<file path="config.mk">
export PLATFORM = sky130hd
export DESIGN_NAME = lru_key_value_cache_top
export DESIGN_NICKNAME = d
export VERILOG_FILES = /design/src/sv/lru_kv_pkg.sv /design/src/sv/lru_kv_mem.sv /design/src/sv/lru_kv_scan.sv /design/src/sv/lru_key_value_cache_top.sv
export SDC_FILE = /design/constraint.sdc
export NUM_CORES = 1
export LEC_CHECK = 0
export ABC_AREA = 1
export CAP_MARGIN = 20
export CORE_AREA = 2 2 280 282
export CTS_CLUSTER_DIAMETER = 60
export CTS_CLUSTER_SIZE = 14
export DETAILED_ROUTE_END_ITERATION = 10
export DIE_AREA = 0 0 282 284
export DONT_BUFFER_PORTS = 1
export SYNTH_ARGS = -nofsm -noshare
export SYNTH_HDL_FRONTEND = slang
export SYNTH_SLANG_ARGS = --single-unit
</file>
<file path="constraint.sdc">
create_clock -name clk -period 5.5 [get_ports clk]
set_input_delay 0.825 -clock clk [delete_from_list [all_inputs] [get_ports clk]]
set_output_delay 0.825 -clock clk [all_outputs]
set_load 0.01 [all_outputs]
</file>
<file path="src/sv/lru_kv_pkg.sv">
// Shared types and constants for the LRU key/value cache.
package lru_kv_pkg;

    localparam logic CMD_INSERT = 1'b0;
    localparam logic CMD_LOOKUP = 1'b1;

    localparam int CAP_BITS = 4;
    localparam logic [CAP_BITS-1:0] CAP_RESET = 4'd8;

    typedef struct packed {
        logic clear;
        logic sample;
    } scan_ctl_t;

endpackage

</file>
<file path="src/sv/lru_kv_mem.sv">
// Key and value storage of the cache entries, one write and one registered read port.
module lru_kv_mem #(
    parameter int DEPTH = 8,
    parameter int IDX_W = 3,
    parameter int KEY_BITS = 32,
    parameter int VALUE_BITS = 32
) (
    input  logic                  clk,
    input  logic                  we,
    input  logic [IDX_W-1:0]      waddr,
    input  logic [KEY_BITS-1:0]   wkey,
    input  logic [VALUE_BITS-1:0] wval,
    input  logic [IDX_W-1:0]      raddr,
    output logic [KEY_BITS-1:0]   rkey,
    output logic [VALUE_BITS-1:0] rval
);

    logic [KEY_BITS-1:0]   key_mem [DEPTH];
    logic [VALUE_BITS-1:0] val_mem [DEPTH];

    always_ff @(posedge clk)
    begin
        if (we)
        begin
            key_mem[waddr] <= wkey;
            val_mem[waddr] <= wval;
        end
        rkey <= key_mem[raddr];
        rval <= val_mem[raddr];
    end

endmodule

</file>
<file path="src/sv/lru_kv_scan.sv">
// Shared compare unit that walks the entries one per cycle and collects the search results.
module lru_kv_scan #(
    parameter int IDX_W = 3,
    parameter int AGE_W = 3,
    parameter int KEY_BITS = 32,
    parameter int VALUE_BITS = 32
) (
    input  logic                    clk,
    input  logic                    rst_n,
    input  lru_kv_pkg::scan_ctl_t   ctl,
    input  logic [IDX_W-1:0]        idx,
    input  logic [KEY_BITS-1:0]     search_key,
    input  logic [KEY_BITS-1:0]     ent_key,
    input  logic [VALUE_BITS-1:0]   ent_val,
    input  logic                    ent_valid,
    input  logic [AGE_W-1:0]        ent_age,
    output logic                    hit,
    output logic [IDX_W-1:0]        match_idx,
    output logic [VALUE_BITS-1:0]   match_val,
    output logic [AGE_W-1:0]        match_age,
    output logic                    lru_found,
    output logic [IDX_W-1:0]        lru_idx,
    output logic [AGE_W-1:0]        lru_age,
    output logic [KEY_BITS-1:0]     lru_key,
    output logic                    free_found,
    output logic [IDX_W-1:0]        free_idx,
    output logic                    mru_found,
    output logic [KEY_BITS-1:0]     mru_key
);

    logic hit_reg;
    logic lru_found_reg;
    logic free_found_reg;
    logic mru_found_reg;
    logic [IDX_W-1:0] match_idx_reg;
    logic [VALUE_BITS-1:0] match_val_reg;
    logic [AGE_W-1:0] match_age_reg;
    logic [IDX_W-1:0] lru_idx_reg;
    logic [AGE_W-1:0] lru_age_reg;
    logic [KEY_BITS-1:0] lru_key_reg;
    logic [IDX_W-1:0] free_idx_reg;
    logic [KEY_BITS-1:0] mru_key_reg;

    logic take_match;
    logic take_lru;
    logic take_free;
    logic take_mru;

    always_comb
    begin
        take_match = ctl.sample && ent_valid && (ent_key == search_key) && !hit_reg;
        take_lru   = ctl.sample && ent_valid && (!lru_found_reg || (ent_age > lru_age_reg));
        take_free  = ctl.sample && !ent_valid && !free_found_reg;
        take_mru   = ctl.sample && ent_valid && (ent_age == '0) && !mru_found_reg;
    end

    always_ff @(posedge clk or negedge rst_n)
    begin
        if (!rst_n)
        begin
            hit_reg        <= 1'b0;
            lru_found_reg  <= 1'b0;
            free_found_reg <= 1'b0;
            mru_found_reg  <= 1'b0;
        end
        else if (ctl.clear)
        begin
            hit_reg        <= 1'b0;
            lru_found_reg  <= 1'b0;
            free_found_reg <= 1'b0;
            mru_found_reg  <= 1'b0;
        end
        else
        begin
            if (take_match)
                hit_reg <= 1'b1;
            if (take_lru)
                lru_found_reg <= 1'b1;
            if (take_free)
                free_found_reg <= 1'b1;
            if (take_mru)
                mru_found_reg <= 1'b1;
        end
    end

    always_ff @(posedge clk)
    begin
        if (take_match)
        begin
            match_idx_reg <= idx;
            match_val_reg <= ent_val;
            match_age_reg <= ent_age;
        end
        if (take_lru)
        begin
            lru_idx_reg <= idx;
            lru_age_reg <= ent_age;
            lru_key_reg <= ent_key;
        end
        if (take_free)
            free_idx_reg <= idx;
        if (take_mru)
            mru_key_reg <= ent_key;
    end

    assign hit        = hit_reg;
    assign match_idx  = match_idx_reg;
    assign match_val  = match_val_reg;
    assign match_age  = match_age_reg;
    assign lru_found  = lru_found_reg;
    assign lru_idx    = lru_idx_reg;
    assign lru_age    = lru_age_reg;
    assign lru_key    = lru_key_reg;
    assign free_found = free_found_reg;
    assign free_idx   = free_idx_reg;
    assign mru_found  = mru_found_reg;
    assign mru_key    = mru_key_reg;

endmodule

</file>
<file path="src/sv/lru_key_value_cache_top.sv">
// Top level of the LRU key/value cache: sequencer, recency state and output register.
// Each word passes from acceptance to its result through the key scan of each entry in turn
// through the shared compare unit, the last registered read, and the update, which also loads
// the output register; a new word is taken only in the idle state after the update of the last.
// A waiting result does not block a new input word; only the update step waits on it. Reset
// clears all entries, the ranks and the count, and sets capacity to 8.
module lru_key_value_cache_top #(
    parameter int DEPTH = 8,
    parameter int KEY_BITS = 32,
    parameter int VALUE_BITS = 32
) (
    input  logic                                clk,
    input  logic                                rst_n,
    input  logic                                in_valid,
    output logic                                in_stall,
    input  logic                                cmd,
    input  logic [KEY_BITS-1:0]                 key,
    input  logic signed [VALUE_BITS-1:0]        value,
    output logic                                out_valid,
    input  logic                                out_stall,
    output logic                                hit,
    output logic signed [VALUE_BITS-1:0]        read_value,
    output logic                                evicted,
    output logic [KEY_BITS-1:0]                 evicted_key,
    output logic                                mru_valid,
    output logic [KEY_BITS-1:0]                 mru_key,
    input  logic                                cfg_valid,
    output logic                                cfg_ready,
    input  logic [lru_kv_pkg::CAP_BITS-1:0]     cfg_data
);

    localparam int IDX_W = (DEPTH > 1) ? $clog2(DEPTH) : 1;
    localparam int AGE_W = IDX_W;
    localparam int CNT_W = $clog2(DEPTH + 1);
    localparam int CMP_W = (CNT_W > lru_kv_pkg::CAP_BITS) ? CNT_W : lru_kv_pkg::CAP_BITS;
    localparam logic [IDX_W-1:0] LAST_IDX = IDX_W'(DEPTH - 1);
    localparam logic [CMP_W-1:0] DEPTH_CMP = CMP_W'(DEPTH);

    typedef enum logic [1:0] {
        S_IDLE,
        S_SCAN,
        S_DRAIN,
        S_UPDATE
    } state_t;

    state_t state_reg;
    logic [IDX_W-1:0] idx_reg;
    logic [IDX_W-1:0] rd_idx_reg;
    logic sample_reg;
    logic cmd_reg;
    logic [KEY_BITS-1:0] key_reg;
    logic [VALUE_BITS-1:0] val_reg;
    logic [lru_kv_pkg::CAP_BITS-1:0] capacity_reg;

    logic valid_reg [DEPTH];
    logic valid_next [DEPTH];
    logic [AGE_W-1:0] age_reg [DEPTH];
    logic [AGE_W-1:0] age_next [DEPTH];
    logic [CNT_W-1:0] count_reg;
    logic [CNT_W-1:0] count_next;

    logic out_valid_reg;
    logic hit_out_reg;
    logic [VALUE_BITS-1:0] rv_out_reg;
    logic ev_out_reg;
    logic [KEY_BITS-1:0] evk_out_reg;
    logic mv_out_reg;
    logic [KEY_BITS-1:0] mk_out_reg;

    logic in_accept;
    logic out_free;
    logic update_go;
    lru_kv_pkg::scan_ctl_t scan_ctl;

    logic [KEY_BITS-1:0] mem_rkey;
    logic [VALUE_BITS-1:0] mem_rval;
    logic mem_we;
    logic [IDX_W-1:0] mem_waddr;

    logic s_hit;
    logic [IDX_W-1:0] s_match_idx;
    logic [VALUE_BITS-1:0] s_match_val;
    logic [AGE_W-1:0] s_match_age;
    logic s_lru_found;
    logic [IDX_W-1:0] s_lru_idx;
    logic [AGE_W-1:0] s_lru_age;
    logic [KEY_BITS-1:0] s_lru_key;
    logic s_free_found;
    logic [IDX_W-1:0] s_free_idx;
    logic s_mru_found;
    logic [KEY_BITS-1:0] s_mru_key;

    logic [CMP_W-1:0] cap_ext;
    logic [CMP_W-1:0] eff_cap;
    logic do_touch;
    logic [IDX_W-1:0] touch_idx;
    logic [AGE_W-1:0] touch_age;
    logic res_ev;
    logic [KEY_BITS-1:0] res_evk;
    logic [VALUE_BITS-1:0] res_rv;
    logic res_mv;
    logic [KEY_BITS-1:0] res_mk;

    assign in_stall  = (state_reg != S_IDLE);
    assign in_accept = in_valid && !in_stall;
    assign out_free  = !out_valid_reg || !out_stall;
    assign update_go = (state_reg == S_UPDATE) && out_free;
    assign cfg_ready = 1'b1;

    assign scan_ctl.clear  = in_accept;
    assign scan_ctl.sample = sample_reg;

    lru_kv_mem #(
        .DEPTH(DEPTH),
        .IDX_W(IDX_W),
        .KEY_BITS(KEY_BITS),
        .VALUE_BITS(VALUE_BITS)
    ) u_mem (
        .clk(clk),
        .we(mem_we),
        .waddr(mem_waddr),
        .wkey(key_reg),
        .wval(val_reg),
        .raddr(idx_reg),
        .rkey(mem_rkey),
        .rval(mem_rval)
    );

    lru_kv_scan #(
        .IDX_W(IDX_W),
        .AGE_W(AGE_W),
        .KEY_BITS(KEY_BITS),
        .VALUE_BITS(VALUE_BITS)
    ) u_scan (
        .clk(clk),
        .rst_n(rst_n),
        .ctl(scan_ctl),
        .idx(rd_idx_reg),
        .search_key(key_reg),
        .ent_key(mem_rkey),
        .ent_val(mem_rval),
        .ent_valid(valid_reg[rd_idx_reg]),
        .ent_age(age_reg[rd_idx_reg]),
        .hit(s_hit),
        .match_idx(s_match_idx),
        .match_val(s_match_val),
        .match_age(s_match_age),
        .lru_found(s_lru_found),
        .lru_idx(s_lru_idx),
        .lru_age(s_lru_age),
        .lru_key(s_lru_key),
        .free_found(s_free_found),
        .free_idx(s_free_idx),
        .mru_found(s_mru_found),
        .mru_key(s_mru_key)
    );

    // A capacity of zero acts as one, and one above DEPTH acts as DEPTH.
    always_comb
    begin
        cap_ext = CMP_W'(capacity_reg);
        priority if (cap_ext == '0)
            eff_cap = CMP_W'(1);
        else if (cap_ext > DEPTH_CMP)
            eff_cap = DEPTH_CMP;
        else
            eff_cap = cap_ext;
    end

    always_comb
    begin
        valid_next = valid_reg;
        age_next   = age_reg;
        count_next = count_reg;
        mem_we     = 1'b0;
        mem_waddr  = s_match_idx;
        do_touch   = 1'b0;
        touch_idx  = s_match_idx;
        touch_age  = s_match_age;
        res_ev     = 1'b0;
        res_evk    = '0;
        res_rv     = '0;
        res_mv     = 1'b0;
        res_mk     = '0;

        if (cmd_reg == lru_kv_pkg::CMD_LOOKUP)
        begin
            if (s_hit)
            begin
                do_touch = 1'b1;
                res_rv   = s_match_val;
                res_mv   = 1'b1;
                res_mk   = key_reg;
            end
            else if (s_mru_found)
            begin
                res_mv = 1'b1;
                res_mk = s_mru_key;
            end
        end
        else
        begin
            res_mv = 1'b1;
            res_mk = key_reg;
            if (s_hit)
            begin
                mem_we   = 1'b1;
                do_touch = 1'b1;
            end
            else if (CMP_W'(count_reg) >= eff_cap)
            begin
                if (s_lru_found)
                begin
                    mem_we    = 1'b1;
                    mem_waddr = s_lru_idx;
                    do_touch  = 1'b1;
                    touch_idx = s_lru_idx;
                    touch_age = s_lru_age;
                    res_ev    = 1'b1;
                    res_evk   = s_lru_key;
                end
            end
            else if (s_free_found)
            begin
                mem_we    = 1'b1;
                mem_waddr = s_free_idx;
                for (int i = 0; i < DEPTH; i++)
                begin
                    if (valid_reg[i])
                        age_next[i] = age_reg[i] + AGE_W'(1);
                end
                valid_next[s_free_idx] = 1'b1;
                age_next[s_free_idx]   = '0;
                count_next = count_reg + CNT_W'(1);
            end
        end

        if (do_touch)
        begin
            for (int i = 0; i < DEPTH; i++)
            begin
                if (valid_reg[i] && (IDX_W'(i) != touch_idx) && (age_reg[i] < touch_age))
                    age_next[i] = age_reg[i] + AGE_W'(1);
            end
            age_next[touch_idx] = '0;
        end

        if (!update_go)
        begin
            valid_next = valid_reg;
            age_next   = age_reg;
            count_next = count_reg;
            mem_we     = 1'b0;
        end
    end

    always_ff @(posedge clk or negedge rst_n)
    begin
        if (!rst_n)
        begin
            for (int i = 0; i < DEPTH; i++)
            begin
                valid_reg[i] <= 1'b0;
                age_reg[i]   <= '0;
            end
            count_reg    <= '0;
            capacity_reg <= lru_kv_pkg::CAP_RESET;
        end
        else
        begin
            valid_reg <= valid_next;
            age_reg   <= age_next;
            count_reg <= count_next;
            if (cfg_valid && cfg_ready)
                capacity_reg <= cfg_data;
        end
    end

    always_ff @(posedge clk)
    begin
        if (in_accept)
        begin
            cmd_reg <= cmd;
            key_reg <= key;
            val_reg <= value;
        end
    end

    always_ff @(posedge clk or negedge rst_n)
    begin
        if (!rst_n)
        begin
            state_reg     <= S_IDLE;
            idx_reg       <= '0;
            rd_idx_reg    <= '0;
            sample_reg    <= 1'b0;
            out_valid_reg <= 1'b0;
            hit_out_reg   <= 1'b0;
            rv_out_reg    <= '0;
            ev_out_reg    <= 1'b0;
            evk_out_reg   <= '0;
            mv_out_reg    <= 1'b0;
            mk_out_reg    <= '0;
        end
        else
        begin
            sample_reg <= (state_reg == S_SCAN);
            rd_idx_reg <= idx_reg;

            if (out_valid_reg && !out_stall && !update_go)
                out_valid_reg <= 1'b0;

            unique case (state_reg)
                S_IDLE:
                begin
                    idx_reg <= '0;
                    if (in_accept)
                        state_reg <= S_SCAN;
                end
                S_SCAN:
                begin
                    if (idx_reg == LAST_IDX)
                        state_reg <= S_DRAIN;
                    else
                        idx_reg <= idx_reg + IDX_W'(1);
                end
                S_DRAIN:
                begin
                    state_reg <= S_UPDATE;
                end
                S_UPDATE:
                begin
                    if (out_free)
                    begin
                        out_valid_reg <= 1'b1;
                        hit_out_reg   <= s_hit;
                        rv_out_reg    <= res_rv;
                        ev_out_reg    <= res_ev;
                        evk_out_reg   <= res_evk;
                        mv_out_reg    <= res_mv;
                        mk_out_reg    <= res_mk;
                        state_reg     <= S_IDLE;
                    end
                end
                default:
                begin
                    state_reg <= S_IDLE;
                end
            endcase
        end
    end

    assign out_valid   = out_valid_reg;
    assign hit         = hit_out_reg;
    assign read_value  = rv_out_reg;
    assign evicted     = ev_out_reg;
    assign evicted_key = evk_out_reg;
    assign mru_valid   = mv_out_reg;
    assign mru_key     = mk_out_reg;

endmodule

</file>
Yosys cells after proc, flatten, opt, wreduce, memory -nomap -nowiden
Memory sizes are Yosys's and may differ from the RTL's. A register that Yosys moved wholly into a read port is not among the register bits. Cells that the tools add are included.

$add $sub $neg: 10. Magnitude comparators: 16. Equality and inequality tests: 16. Mux-type cells: 130. Bitwise gates (word level): 11. Reductions and logical operators: 55.

Operators with widths (number): two-way mux 32 bit (9); two-way mux 3 bit (73); two-way mux 24 bit (5); bitwise AND 24 bit (2); NOT 24 bit (2); equality test 32 bit (1); two-way mux 1 bit (31); logical AND 1 bit (30); adder 3 x 1 -> 3 bit (second input constant) (9); less-than comparator 3 bit (8); demux 3 bit (select 3 bit) (2); >= comparator 4 bit (second input constant) (3); != test 3 bit (first input constant) (4); NOT 3 -> 4 bit (3); nonzero test 2 bit (6); binary-select mux 3 bit (select 3 bit) (1); logical NOT 1 bit (9); less-than comparator 4 x 1 -> 1 bit (second input constant) (2); two-way mux 4 bit (2); bitwise OR 8 bit (1); case mux 2 bit (4 select lines) (1); two-way mux 2 bit (3); != test 2 bit (second input constant) (3); != test 2 x 3 -> 1 bit (first input constant) (2); other kinds (21) (26).

Flip-flop bits (word level): 329. RAM bits: 512. Input port bits: 74. Output and inout bits: 102. Word-level logic and storage cells: 284. Memories: 2.

Memories: u_mem.key_mem (depth 8, bits a word 32, read ports 1, clocked after memory_dff 1, wr ports 1, line lru_kv_mem.sv:18) `logic [KEY_BITS-1:0] key_mem [DEPTH];`; u_mem.val_mem (depth 8, bits a word 32, read ports 1, clocked after memory_dff 1, wr ports 1, line lru_kv_mem.sv:19) `logic [VALUE_BITS-1:0] val_mem [DEPTH];`.

Depth between registers and ports, before layout
Word-level depth: 16. Mapped depth: 23.

Modules after synthesis
Synthesis repeated with hierarchy kept, for this count alone.

Cell total of the unflattened synthesis: 3876. Area total of the unflattened synthesis: 38505.7 um2.

By module, submodules not included: lru_kv_mem (times used 1, cells an instance 2294, area each 23657.7 um2, sequential area each 16656.0 um2); lru_key_value_cache_top (times used 1, cells an instance 1242, area each 10421.2 um2, sequential area each 5681.7 um2); lru_kv_scan (times used 1, cells an instance 340, area each 4426.7 um2, sequential area each 3433.3 um2).

Worst setup path after synthesis
OpenSTA, ideal clock, no wires.

Path kind: register to register. Start point: register capacity_reg, in the netlist cap_ext[3]. End point: memory u_mem.key_mem[7][0], enable pin. Library setup time: 487 ps. Arrival: 4582 ps. Required time: 5013 ps. Path slack: 432 ps. Stages on the path, launching flop included: 15. Cells stage by stage: dfstp_2 > inv_1 > o21ai_0 > ha_1 > nand2_1 > nand2_1 > nand2_1 > nand3_4 > buf_6 > o21ai_0 > nand2_1 > o21a_1 > inv_1 > nand2_1 > nor2_1.

Word-level cells in the longest chain between the ends: 10. Elaborated cells on any way between the ends: 14.

RTL lines: from (decl) (line lru_key_value_cache_top.sv:53) `logic [lru_kv_pkg::CAP_BITS-1:0] capacity_reg;`; from (signal assigned) (line lru_key_value_cache_top.sv:267) `capacity_reg <= lru_kv_pkg::CAP_RESET;`; from (signal assigned) (line lru_key_value_cache_top.sv:275) `capacity_reg <= cfg_data;`; > comparator 4 bit (line lru_key_value_cache_top.sv:164) `else if (cap_ext > DEPTH_CMP)`; two-way mux 4 bit (line lru_key_value_cache_top.sv:164); two-way mux 4 bit (*) (line lru_key_value_cache_top.sv:162) `priority if (cap_ext == '0)`; >= comparator 4 bit (*) (line lru_key_value_cache_top.sv:210) `else if (CMP_W'(count_reg) >= eff_cap)`; two-way mux 1 bit (line lru_key_value_cache_top.sv:210); two-way mux 1 bit (line lru_key_value_cache_top.sv:205) `if (s_hit)`; two-way mux 1 bit (line lru_key_value_cache_top.sv:186) `if (cmd_reg == lru_kv_pkg::CMD_LOOKUP)`; two-way mux 1 bit (line lru_key_value_cache_top.sv:248) `if (!update_go)`; two-way mux 1 bit (line lru_kv_mem.sv:23) `if (we)`; two-way mux 1 bit (not written as such) (line lru_kv_mem.sv:25) `key_mem[waddr] <= wkey;`; to (decl) (line lru_kv_mem.sv:18).

Every way passes the cells marked *; elsewhere a longest branch is shown, timed or not.

Worst setup path in the final report
Start point: register capacity_reg, in the netlist cap_ext[3]. End point: memory u_mem.key_mem[7][8], enable pin.

Same word-level chain as after synthesis.

==> results.toml <==
[layout]
final_layout_size_suffix_gt1_share_pct = 7.69
syn_to_final_growth_pct = 10.5
finalNetCount = 2974
nFillCells = 6549
reg_top3 = "u_mem.key_mem x256, u_mem.val_mem x256"

[clock_network]
cts_setup_buffers = 0
numCtsBuffers = 81
ctsHoldBuffers = 2
cts_tree = "built"
clockBufferDepth = 3
post_cts_resize_count = 0
cts.htree.levels = 3
cts_root_buffer = "clkbuf_16"
clk_latency_ns = 0.66
clk_pin_slew_ns = 0.07
cts.sinks = 905

[floorplan]
rows = 102
die_h_um = 284
chipWidth_um = 282
core_area_um2 = 77000
io_pins = 176
die-area_um2 = 80100
initial_core_util_pct = 45.7

[route]
first_iter_violations = 2394
totalWireLength_um = 87700
via_per_inst = 5.59
dr_total_vias = 22200
drc = 0
wire_per_inst_um = 22.0
antenna_left = 0
drt_pass1_iterations = 5

[sta]
final_hold_viol_count = 0
fin_crit_ns = 3.79
slew_viol_final = 0
fmax_ghz = 0.264
setup_viol = 0
worstMarginPinSlew_ns = 1.11
skew_ns = 0.0397
fin_setup_tns_ns = 0
finalCritPeriodShare_pct = 68.9
max_slew_margin_pct = 26.1
rsz0062_at_grt = "false"

[synth]
synth_nets = 3000
synth_top_area_share_pct = 58.8
synthArstFlopShare_pct = 16.9
ys_seq_area_share_pct = 73.3
synth_area_per_cell_um2 = 12.1
synth_edf_count = 688
yosysWarnings = 0
syn_inst = 2896
yosys.area.top_type = "edfxtp_1"
synth_seq_cells = 905
ys_types = 47
ys.flop_type = "edfxtp_1"
synth_area_leaders = "edfxtp_1 59%, dfrtp_1 11%, o21ai_0 5.6%"
netlist_area_um2 = 35200

[critical_path]
crit_type = "register to register"
cp_max_fo = 64
ff2ff_path_depth = 13
r2r_slack_ns = 1.71
rr_endpoint = "u_mem.key_mem[7][8]"
critical_path_arrival_ns = 4.03
cp-start-kind = "register"
critPathCaptureType = "register"
critPathRequiredTime_ns = 5.74
reg2reg_from = "cap_ext[3]"

[power_and_ir_drop]
power_density_nw_per_um2 = 518
leakage_uw = 0.0140
total_power_uw = 20100
ir_drop_mv = 0.286

[global_routing]
grt.total_usage_pct = 21.6
grt_max_degree = 153
antenna_found_initial = 10
grt_pass1_wl_um = 132000
grt_pass1_vias = 21400
gr-total-overflow = 0

[status]
status = "finished clean"

[placed_design]
gp_congestion = 0.921
hpwlAfterDp_um = 52200
io_buffers = 0

[worst_hold_path]
hold_path.class = "primary input to asynchronous set/reset pin"

[job]
maxCapViolCount = 0
[worst max-delay path: stages (launching register included)]
cell and delay [ns]:
dfstp_2 0.51, inv_1 0.07, o21ai_0 0.17, ha_1 0.26, nand2_1 0.07, nand2_1 0.05, nand2_1 0.10, nand3_4 0.22
nand3_1 0.15, o21ai_0 0.09, a31oi_1 0.21, nand4_1 0.41, nor2_4 0.18, buf_4 0.85
[power breakdown]
part           total, uW  switching (uW)  internal [uW]
registers          10000            1270           8740
clock network       5440            2570           2870
logic               4660            3220           1440
total              20100            7060          13100
[through the flow]
stage / util [%] / instance area (um^2) / hold slack (ns) / setup slack, ns / instances
after CTS: 50.4 / 38800 / 0.215 / 1.71 / 3977
after global placement: 47.1 / 36300 / 0.386 / 1.76 / 3823
after global routing: 50.5 / 38900 / 0.223 / 1.40 / 3981
after detailed placement: 47.1 / 36300 / 0.389 / 1.74 / 3823
final: 50.5 / 38900 / 0.177 / 1.71 / 3982
after floorplan: - / 35200 / 0.380 / 0.432 / 2896
[Yosys cell counts, types with 4 or more instances]
cell type and count:
edfxtp_1 688, nor2_1 502, nand3_2 8, nand2_2 9
nand3_1 81, o21ai_2 4, o211ai_1 11, nand2_1 363
o21ai_1 29, o21ai_0 390, dfxtp_1 64, or2_2 11
nand3b_1 4, a21oi_1 65, xnor2_1 27, o22ai_1 66
inv_1 98, nor3_1 10, xor2_1 4, nand4_1 15
nor2_2 4, clkbuf_1 119, a31oi_1 68, inv_2 13
ha_1 30, buf_2 14, dfrtp_1 152, buf_1 14
[placed cells by master (no fill, tap or decap), types with 5 or more instances in the layout]
cell type,synthesis,routed
edfxtp_1,688,688
nor2_1,502,491
o21ai_0,390,390
nand2_1,363,362
dfrtp_1,152,150
inv_1,98,93
nand3_1,81,81
clkbuf_16,0,81
a31oi_1,68,68
o22ai_1,66,66
a21oi_1,65,65
dfxtp_1,64,64
clkbuf_1,119,50
buf_4,3,38
ha_1,30,30
o21ai_1,29,29
xnor2_1,27,27
nand4_1,15,15
inv_2,13,14
nor2_4,2,12
o211ai_1,11,11
or2_2,11,11
nor3_1,10,10
nand2_2,9,9
nand3_2,8,8
nor2_2,4,5
[kinds of logic after synthesis]
group / share of synthesized area [%]
AOI/OAI and AO/OA: 9.83
xor gates and xnor gates: 0.772
adders and majority gates: 1.07
buffers and inverters: 2.94
DFF: 73.3
muxes: 0.0961
other: 0.0107
and+or+nand+nor: 12.0
[metal layers]
metal / up-vias / global-route usage (%) / wire [um]
met5: - / 0 / 103
met1: 11000 / 31.7 / 38900
met2: 872 / 32.6 / 39700
met4: 14 / 6.77 / 2240
li1: 10200 / - / -
met3: 149 / 4.22 / 6670
[how the worst max path moves through the flow]
stage / slack (ns) / from / end / cells past startpoint
after detailed placement: 1.74 / cap_ext[3] / u_mem.key_mem[5][4] / 13
after global placement: 1.76 / cap_ext[3] / u_mem.key_mem[7][4] / 13
after floorplan: 0.43 / cap_ext[3] / u_mem.key_mem[7][0] / 14
final: 1.71 / cap_ext[3] / u_mem.key_mem[7][8] / 13
after CTS: 1.71 / cap_ext[3] / u_mem.key_mem[5][17] / 13
after global routing: 1.40 / cap_ext[0] / u_mem.key_mem[7][17] / 13
[cell type report]
class	instances	area (um^2)	share of cell area (%)
inverters	112	430	1.11
diodes	3	7.51	0.0193
flip-flops and latches	905	25800	66.3
repair buffers	43	390	1.00
multi-input cells	1727	8440	21.7
clock buffers	134	2260	5.81
well taps	1040	1300	3.35
clock inverters	18	256	0.660
(Power assumes the default switching activity.)
